[config.mk]
export PLATFORM = sky130hd
export DESIGN_NAME = fpa_back
export DESIGN_NICKNAME = d
export VERILOG_FILES = /design/src/sv/fpa_pkg.sv /design/src/sv/fpa_back.sv
export SDC_FILE = /design/constraint.sdc
export NUM_CORES = 1
export LEC_CHECK = 0
export BUFFER_PORTS_ARGS = -buffer_cell sky130_fd_sc_hd__buf_4
export CELL_PAD_IN_SITES_DETAIL_PLACEMENT = 1
export CELL_PAD_IN_SITES_GLOBAL_PLACEMENT = 1
export CORE_MARGIN = 2
export CORE_UTILIZATION = 29
export CTS_BUF_LIST = sky130_fd_sc_hd__clkbuf_16
export CTS_CLUSTER_DIAMETER = 120
export DETAILED_ROUTE_END_ITERATION = 16
export PLACE_DENSITY = 0.81
export SLEW_MARGIN = 20
export SYNTH_ARGS = -nofsm -noshare
export SYNTH_HDL_FRONTEND = slang
export SYNTH_SLANG_ARGS = --single-unit
[constraint.sdc]
create_clock -name clk -period 4.05 [get_ports clk]
set_input_delay 0.2025 -clock clk [delete_from_list [all_inputs] [get_ports clk]]
set_output_delay 0.2025 -clock clk [all_outputs]
set_load 0.1 [all_outputs]
[src/sv/fpa_pkg.sv]
package fpa_pkg;

  // Working value width and fraction bits (Q24.8 by default)
  localparam int VW        = 32;
  localparam int FRAC_BITS = 8;

  // Magnitude, product, division widths
  localparam int MW   = VW;                 // |x| up to 2^(VW-1)
  localparam int PW   = 2 * MW;             // |a|*|b|
  localparam int RW   = PW + 1;             // rounding sum, also widest magnitude
  localparam int NUMW = MW + FRAC_BITS;     // |a| << FRAC_BITS
  localparam int NDW  = NUMW + 2;           // 2*num + den
  localparam int DW   = MW + 1;             // 2*den

  localparam logic [RW-1:0] HALF =
    (FRAC_BITS > 0) ? (RW'(1) << ((FRAC_BITS > 0 ? FRAC_BITS : 1) - 1)) : '0;
  localparam logic [RW-1:0] LIM = RW'(1) << (VW - 1);

  localparam logic signed [VW-1:0] VMAX = {1'b0, {(VW-1){1'b1}}};
  localparam logic signed [VW-1:0] VMIN = {1'b1, {(VW-1){1'b0}}};

  typedef enum logic [3:0] {
    OP_ADD, OP_SUB, OP_MUL, OP_DIV, OP_MIN, OP_MAX, OP_GT, OP_LT,
    OP_GE, OP_LE, OP_EQ, OP_NE, OP_INC, OP_DEC, OP_INT2FIX, OP_FIX2INT
  } op_t;

  typedef enum logic [1:0] {
    ERR_OK   = 2'd0,
    ERR_DIV0 = 2'd1,
    ERR_SAT  = 2'd2,
    ERR_RSVD = 2'd3
  } err_t;

  // One item on its way down the pipeline
  typedef struct packed {
    logic                  valid;
    op_t                   op;
    logic                  neg;     // sign of mul/div result
    logic [MW-1:0]         mag_a;
    logic [MW-1:0]         mag_b;
    logic signed [VW-1:0]  res;     // result of the single-stage operations
    logic                  cmp;
    err_t                  err;
    logic [PW-1:0]         prod;
    logic [NDW-1:0]        dvd;     // dividend, shifted out MSB first
    logic [DW-1:0]         den;
    logic [DW-1:0]         rem;
    logic [NDW-1:0]        quot;
  } pipe_t;

  typedef struct packed {
    logic signed [VW-1:0] v;
    logic                 sat;
  } sres_t;

  function automatic sres_t from_mag(input logic neg, input logic [RW-1:0] mag);
    sres_t r;
    r.sat = 1'b0;
    if (neg) begin
      if (mag > LIM) begin
        r.sat = 1'b1;
        r.v   = VMIN;
      end else begin
        r.v = VW'(~mag + RW'(1));
      end
    end else begin
      if (mag > LIM - RW'(1)) begin
        r.sat = 1'b1;
        r.v   = VMAX;
      end else begin
        r.v = VW'(mag);
      end
    end
    return r;
  endfunction

endpackage

[src/sv/fpa_back.sv]
module fpa_back import fpa_pkg::*; (
  input  logic                 clk,
  input  logic                 rst_n,
  input  logic                 en,
  input  pipe_t                stg_i,
  output logic                 valid_r,
  output logic signed [VW-1:0] res_r,
  output logic                 cmp_r,
  output err_t                 err_r
);

  logic [RW-1:0]        mq;
  sres_t                ms;
  sres_t                ds;
  logic signed [VW-1:0] res_nxt;
  err_t                 err_nxt;

  always_comb begin
    mq      = (RW'(stg_i.prod) + HALF) >> FRAC_BITS;
    ms      = from_mag(stg_i.neg, mq);
    ds      = from_mag(stg_i.neg, RW'(stg_i.quot));
    res_nxt = stg_i.res;
    err_nxt = stg_i.err;
    unique case (stg_i.op)
      OP_MUL: begin
        res_nxt = ms.v;
        err_nxt = ms.sat ? ERR_SAT : ERR_OK;
      end
      OP_DIV: begin
        if (stg_i.err == ERR_DIV0) begin
          res_nxt = '0;
        end else begin
          res_nxt = ds.v;
          err_nxt = ds.sat ? ERR_SAT : ERR_OK;
        end
      end
      default: ;
    endcase
  end

  always_ff @(posedge clk) begin
    if (!rst_n) begin
      valid_r <= 1'b0;
    end else if (en) begin
      valid_r <= stg_i.valid;
    end
  end

  always_ff @(posedge clk) begin
    if (en) begin
      res_r <= res_nxt;
      cmp_r <= stg_i.cmp;
      err_r <= err_nxt;
    end
  end

endmodule

==> run_results.csv, run 1 <==
group,metric,value,unit
run_status,status,"finished clean",
worst_setup_path,timing.critical_path.cells,"buf_4, nand3_4, or4_1, buf_4, or3_1, xor2_1, nand2_1, a211oi_1, a21o_1, nand3_2, buf_4, o221ai_1",
sta,grt_setup_unrepaired,"false",
yosys,synth_common_cells,"nor2_1 (87), nand2_1 (75), a21oi_1 (48)",
die,num_rows,50,
worst_setup_path,kind_of_cell_adding_the_most_delay_to_the_critical_path,"simple AND/OR/NAND/NOR gates",
clock_tree,number_of_levels_the_h_tree_was_split_into,2,
yosys,number_of_synthesized_flops_with_an_enable_pin,35,
drt,drtAntennaViolNets,0,
place,dp_worst_setup_slack,0.1270,ns
yosys,ys_seq_area_share,19.18,%
clock_tree,clk_transition_reported_paths,0.06,ns
clock_tree,tritoncts,"done",
sta,final_min_period_over_clock_period,90.80,%
global_route,grt_antenna_before_repair,0,
place,buffer_ports.inserted,178,
sta,final_max_slew_viol_count,0,
clock_tree,post-cts-setup-buffer-count,0,
final_layout,multi_input_area,0.004203,sq mm
worst_setup_path,critical-path-slowest-cell,"or4_1",
power_and_ir_drop,ir_drop,234.4,uV
run,max_cap_viol_count,0,
clock_tree,ctsRootBufferMaster,"clkbuf_16",
sta,timing.max_slew.rel_slack,56.10,%
global_route,grt_pass1_vias,6996,
drt,viasPerCell,5.827,
worst_setup_path,critPathMaxStageDelay,0.67,ns
final_layout,n_antenna_cell,0,
power_and_ir_drop,clockPowerShare,26.7,%
yosys,synth_largest_area_cell,"edfxtp_1",
power_and_ir_drop,p_int,0.9794,mW
yosys,synth_flop_cell,"edfxtp_1",
yosys,mappedNetlistArea,0.005583,sq mm
yosys,synth_async_sr_flop_share,0,%
sta,timing.final.setup_violations,0,
worst_setup_path,cp_num_buf_inv,3,
worst_setup_path,worst_setup_path_start_kind,"input pin",
die,top_ports,358,
drt,dr.first_iter.drc_count,532,
yosys,postSynthNetCount,1107,
die,area_of_the_die,0.02038,sq mm
sta,finalHoldWorstSlack,0.1018,ns
die,die_y,142.8,um
worst_setup_path,worst_ep_required_time,4.10,ns
sta,finalClockSkew,0,ns
clock_tree,cts-hold-fix-buffers,0,
die,core-area,0.01877,sq mm
yosys,syn_inst,781,
final_layout,syn2layout_area_growth,35.21,%
yosys,synth_top_cell_area_share,18.83,%
worst_setup_path,cpMostUsedCell,"buf_4",
drt,route.detailed.wl_per_inst,19.09,um
final_layout,seq_area,0.001071,sq mm
global_route,global_route.overflow_total,0,
worst_setup_path,worst_r2r_path_depth,2,
power_and_ir_drop,share_comb_of_total_power,45.3,%
drt,detailroute.via_count,7016,
clock_tree,cts_buffer_depth,2,
worst_setup_path,critical_path.endpoint_type,"register",
global_route,grt_max_degree,56,
min_path,timing.hold.worst.class,"input pin to register",
power_and_ir_drop,power.net_switching,0.6789,mW
clock_tree,cts_resized,0,
sta,postLayoutSetupSlackWorst,0.3726,ns
worst_setup_path,largest_fanout_on_the_critical_path,8,
place,hpwlAfterDp,18920,um
clock_tree,clock_insertion_delay_worst_skew,0.28,ns
power_and_ir_drop,powerDensity,219.7,mW/mm^2
sta,worst_slew_pin_slew,0.6572,ns
worst_setup_path,critical_path_cell_count,12,
drt,detail_route.drc_violations,0,
yosys,synth.yosys.warnings,0,
final_layout,net_count_of_the_finished_layout,1295,
worst_setup_path,setup.worst_path.class,"input pin to register",
final_layout,share_of_layout_cells_above_drive_strength_1,27.32,%
sta,timing_hold_violations_final,0,
global_route,grt_pass1_wl,36110,um
die,floorplan.die.width,142.8,um
drt,drt_wl_total,22980,um
die,initial_core_util,29.75,%
power_and_ir_drop,total_leakage_power,2.831,nW
place,gp_routability_congestion,0.9183,
power_and_ir_drop,power.share.sequential,28.0,%
sta,timing.fmax,271.9,MHz
final_layout,fill_cells,2416,
yosys,library_cells_used_by_synthesis,83,
sta,setup_total_negative_slack,0,ns
min_path,hold_depth,1,
clock_tree,clkSinkCount,36,
yosys,flip_flop_and_latch_count_after_synthesis,36,
worst_setup_path,crit_arrival,3.73,ns
power_and_ir_drop,netSwitchingFraction,40.94,%
yosys,synth_area_leaders,"edfxtp_1 (19%), nor2_1 (5.8%), xnor2_1 (5.5%)",
yosys,yosysMostFrequentCell,"nor2_1",
clock_tree,numCtsBuffers,5,
yosys,syn-mean-instance-area,7.148,sq um
global_route,global_route.usage.total,22.13,%
sta,finalWorstPathRequiredPeriod,3.677,ns
drt,drt-pass1-iter-count,5,
## sequential cells by signal (all words and copies together), names as in the netlist
name	flops
valid_r	1
res_r	32
cmp_r	1
err_r	2
## power groups by stage
stage | registers, mW | logic (mW) | clock network, mW
floorplan | 0.710 | 0.221 | 0
global placement | 0.473 | 0.738 | 0
detailed placement | 0.471 | 0.749 | 0
CTS | 0.465 | 0.751 | 0.451
global route | 0.467 | 0.797 | 0.467
finish | 0.464 | 0.752 | 0.442
## layout make-up
type / instances / share of cell area (%)
clock inverters: 3 / 0.5636
repair buffers: 228 / 22.84
multi-input cells: 674 / 55.68
flip-flops and latches: 36 / 14.19
clock buffers: 5 / 1.658
well taps: 234 / 3.879
inverters: 24 / 1.193
## metal layers
| layer | GRT usage, % | up-vias | share of wire [%] |
|---|---|---|---|
| met4 | 4.794 | 0 | 1.7 |
| met1 | 30.19 | 3393 | 46 |
| met5 | 0 | - | 0 |
| met3 | 3.286 | 27 | 5.2 |
| met2 | 37.10 | 223 | 48 |
| li1 | - | 3373 | - |
## kinds of logic after synthesis
| logic type | Yosys count | share of synthesized area (%) |
|---|---|---|
| AOI/OAI and AO/OA | 203 | 24.94 |
| muxes | 6 | 1.098 |
| adders and majority gates | 4 | 0.8965 |
| and+or+nand+nor | 399 | 38.53 |
| xor gates and xnor gates | 62 | 9.727 |
| DFF | 36 | 19.18 |
| buffers and inverters | 71 | 5.625 |
## placed cells by master, fill, tap and decap left out, types with 8 or more instances in the layout
cell type / instances
buf_4: 227
nor2_1: 87
nand2_1: 75
a21oi_1: 48
nand3_1: 42
nor3_1: 41
nand4_1: 40
xnor2_1: 35
edfxtp_1: 35
xor2_1: 27
nor4_1: 27
o21ai_0: 23
inv_1: 22
a31oi_1: 17
o22ai_1: 15
o31ai_1: 14
and3_1: 12
or3_1: 11
a211oi_1: 9
a311oi_1: 9
and4_1: 8
or4_1: 8
## worst paths after layout
path | startpoint | end | slack (ns)
worst min register to register | valid_r$_SDFFE_PN0P_ | valid_r$_SDFFE_PN0P_ | 0.67
worst min-delay path | stg_i[216] | cmp_r$_DFFE_PP_ | 0.10
worst max-delay path | stg_i[165] | res_r[19]$_DFFE_PP_ | 0.37
worst max register to register | valid_r$_SDFFE_PN0P_ | valid_r$_SDFFE_PN0P_ | 3.27
## worst register-to-register path: stages, from the launching register on
cell	delay [ns]
dfxtp_1	0.48
mux2i_1	0.12
nor2b_1	0.12
## per-stage QoR
step | util, % | power [mW] | cell area [sq um] | std cells
6_report | 40.22 | 1.658 | 7548 | 1204
5_1_grt | 40.22 | 1.731 | 7548 | 1204
4_1_cts | 40.22 | 1.667 | 7548 | 1204
3_5_place_dp | 39.33 | 1.221 | 7381 | 1196
3_3_place_gp | 39.33 | 1.210 | 7381 | 1196
2_1_floorplan | - | 0.9302 | 5583 | 781
No activity file was read; power rests on OpenSTA's default activity.
==> run 2: changes to the inputs <==
--- a/config.mk
+++ b/config.mk
@@ -5,6 +5,7 @@
 export SDC_FILE = /design/constraint.sdc
 export NUM_CORES = 1
 export LEC_CHECK = 0
+export ABC_AREA = 1
 export BUFFER_PORTS_ARGS = -buffer_cell sky130_fd_sc_hd__buf_4
 export CELL_PAD_IN_SITES_DETAIL_PLACEMENT = 1
 export CELL_PAD_IN_SITES_GLOBAL_PLACEMENT = 1
@@ -13,7 +14,7 @@
 export CTS_BUF_LIST = sky130_fd_sc_hd__clkbuf_16
 export CTS_CLUSTER_DIAMETER = 120
 export DETAILED_ROUTE_END_ITERATION = 16
-export PLACE_DENSITY = 0.81
+export PLACE_DENSITY = 0.82
 export SLEW_MARGIN = 20
 export SYNTH_ARGS = -nofsm -noshare
 export SYNTH_HDL_FRONTEND = slang
==> run_results.csv, run 2 <==
group,metric,value,unit
run_status,status,"finished clean",
global_route,grt_pass1_vias,9484,
clock_tree,numCtsBuffers,5,
yosys,synth_flop_cell,"edfxtp_1",
yosys,syn-mean-instance-area,5.211,sq um
clock_tree,number_of_levels_the_h_tree_was_split_into,2,
sta,finalClockSkew,0,ns
sta,grt_setup_unrepaired,"false",
final_layout,share_of_layout_cells_above_drive_strength_1,16.50,%
die,initial_core_util,29.72,%
yosys,synth_largest_area_cell,"nand2_1",
clock_tree,clkSinkCount,36,
drt,drt-pass1-iter-count,5,
global_route,global_route.usage.total,25.56,%
worst_setup_path,worst_setup_path_start_kind,"input pin",
place,gp_routability_congestion,0.9823,
drt,viasPerCell,5.220,
yosys,ys_seq_area_share,15.82,%
worst_setup_path,r2r-start,"valid_r$_SDFFE_PN0P_",
sta,finalWorstPathRequiredPeriod,3.136,ns
drt,drt_wl_total,31560,um
power_and_ir_drop,total_power,1.666,mW
yosys,yosysMostFrequentCell,"nand2_1",
yosys,number_of_synthesized_flops_with_an_enable_pin,35,
drt,detailroute.via_count,9292,
sta,timing.max_slew.rel_slack,42.28,%
sta,timing_hold_violations_final,0,
die,core-area,0.02278,sq mm
worst_setup_path,critical_path.endpoint_type,"register",
place,hpwlAfterDp,26620,um
sta,setup_total_negative_slack,0,ns
drt,route.detailed.wl_per_inst,17.73,um
drt,dr.first_iter.drc_count,530,
die,top_ports,358,
die,floorplan.die.width,156.8,um
worst_setup_path,worst_ep_required_time,4.09,ns
final_layout,syn2layout_area_growth,26.73,%
final_layout,most-common-layout-cells,"nand2_1 (424), nor2_1 (254), buf_4 (188)",
sta,worst_slew_pin_slew,0.8657,ns
final_layout,reg_with_most_ffs,"res_r",
clock_tree,ctsRootBufferMaster,"clkbuf_16",
power_and_ir_drop,share_comb_of_total_power,48.6,%
global_route,grt_antenna_before_repair,0,
min_path,min-delay-start,"stg_i[216]",
drt,detail_route.drc_violations,0,
power_and_ir_drop,power.share.sequential,27.6,%
final_layout,net_count_of_the_finished_layout,1792,
power_and_ir_drop,p_int,0.9113,mW
worst_setup_path,worst_r2r_endpoint,"valid_r$_SDFFE_PN0P_",
min_path,hold_depth,1,
yosys,synth.yosys.warnings,0,
clock_tree,tritoncts,"done",
sta,timing.fmax,318.9,MHz
clock_tree,cts_buffer_depth,2,
sta,timing.final.setup_violations,0,
yosys,syn_inst,1299,
power_and_ir_drop,powerDensity,194.2,mW/mm^2
worst_setup_path,setup.worst_path.class,"input pin to register",
final_layout,largest_register_ffs,32,
yosys,synth_common_cells,"nand2_1 (424), nor2_1 (254), inv_1 (150)",
place,buffer_ports.inserted,178,
power_and_ir_drop,total_leakage_power,4.049,nW
run,max_cap_viol_count,0,
final_layout,leading_cell_type_in_the_layout_fill_and_taps_excluded,"nand2_1",
yosys,postSynthNetCount,1625,
clock_tree,clk_transition_reported_paths,0.06,ns
min_path,timing.hold.worst.class,"input pin to register",
sta,final_max_slew_viol_count,0,
power_and_ir_drop,clockPowerShare,23.8,%
die,area_of_the_die,0.02458,sq mm
clock_tree,cts_resized,0,
yosys,synth_area_leaders,"nand2_1 (24%), edfxtp_1 (16%), nor2_1 (14%)",
clock_tree,clock_insertion_delay_worst_skew,0.29,ns
min_path,min_delay_worst_endpoint,"cmp_r$_DFFE_PP_",
power_and_ir_drop,netSwitchingFraction,45.29,%
clock_tree,post-cts-setup-buffer-count,0,
power_and_ir_drop,power.net_switching,0.7543,mW
power_and_ir_drop,ir_drop,150.5,uV
yosys,synth_top_cell_area_share,23.51,%
final_layout,n_antenna_cell,0,
final_layout,reg_top3,"res_r (32), err_r (2)",
global_route,grt_pass1_wl,49230,um
worst_setup_path,largest_fanout_on_the_critical_path,15,
die,die_y,156.8,um
yosys,synth_async_sr_flop_share,0,%
worst_setup_path,timing.reg2reg.setup_slack,3.40,ns
yosys,library_cells_used_by_synthesis,41,
yosys,mappedNetlistArea,0.006769,sq mm
drt,drtAntennaViolNets,0,
global_route,global_route.overflow_total,0,
global_route,grt_max_degree,83,
worst_setup_path,worst_r2r_path_depth,2,
clock_tree,cts-hold-fix-buffers,0,
sta,final_min_period_over_clock_period,77.42,%
yosys,flip_flop_and_latch_count_after_synthesis,36,
worst_setup_path,crit_arrival,3.17,ns
die,num_rows,55,
[run 2: cell count changes in the layout (fill, tap and decap cells not counted), moves of 27 or more]
cell     change
nor3_1      -27
nor2_1     +167
nand2_1    +349
inv_1      +128
xnor2_1     -29
buf_4       -39
nand3_1     +85
[run 2: kinds of logic (layout without fill, tap and decap cells)]
group / after synthesis / in the layout / synth area share [%]
simple gates: 924 / 924 / 58.52
compound gates: 121 / 121 / 10.54
flops: 36 / 36 / 15.82
fa+ha+maj: 4 / 4 / 0.7394
xor+xnor: 27 / 27 / 3.494
buf+inv: 187 / 355 / 10.89
[run 2: area by class of cell]
| cell class | count | area [sq um] |
|---|---|---|
| Fill cell | 3242 | 14200 |
| Multi-Input combinational cell | 1076 | 4961 |
| Timing Repair Buffer | 188 | 1411 |
| Sequential cell | 36 | 1071 |
| Inverter | 159 | 599.3 |
| Tap cell | 313 | 391.6 |
| Clock buffer | 5 | 125.1 |
| Clock inverter | 3 | 18.77 |
[run 2: how the worst max path moves through the flow]
stage,from,endpoint,slack (ns)
after floorplan,stg_i[157],res_r[5]$_DFFE_PP_,1.69
after global placement,stg_i[157],res_r[27]$_DFFE_PP_,0.74
after detailed placement,stg_i[157],res_r[25]$_DFFE_PP_,0.69
after CTS,stg_i[157],res_r[27]$_DFFE_PP_,0.99
after global routing,stg_i[157],res_r[27]$_DFFE_PP_,0.73
final,stg_i[157],res_r[27]$_DFFE_PP_,0.91
[run 2: power by group through the flow]
stage / Clock (mW) / Combinational, mW / Sequential, mW
5_1_grt: 0.410 / 0.867 / 0.462
6_report: 0.396 / 0.810 / 0.459
4_1_cts: 0.403 / 0.807 / 0.460
3_5_place_dp: 0 / 0.804 / 0.468
2_1_floorplan: 0 / 0.257 / 0.706
3_3_place_gp: 0 / 0.789 / 0.465
[run 2: worst max-delay path, stage by stage]
cell     delay [ns]
buf_4          0.11
ha_1           0.31
nand3_1        0.21
nor2_2         0.31
nand3_1        0.16
nor2_1         0.12
nand2_1        0.06
nand2_1        0.21
inv_1          0.13
nand2_1        0.08
nor2_1         0.05
nand2_1        0.10
nor2_1         0.06
nand2_1        0.33
buf_4          0.31
nand4_1        0.13
nand4_1        0.23
nand2_1        0.07
[run 2: metrics by stage]
step	worst slack (ns)	cells	hold WS [ns]	utilization, %	cell area, sq um
4_1_cts	0.9912	1780	0.08605	37.66	8578
3_3_place_gp	0.7430	1772	0.3825	37.03	8434
3_5_place_dp	0.6938	1772	0.3843	37.03	8434
6_report	0.9144	1780	0.08469	37.66	8578
5_1_grt	0.7274	1780	0.08746	37.66	8578
2_1_floorplan	1.689	1299	0.2960	-	6769
[run 2: metal layers]
layer / track usage (%) / routed length [um]
met4: 8.344 / 926
met1: 30.42 / 13170
met3: 1.772 / 1569
met2: 48.27 / 15890
met5: 0 / 0
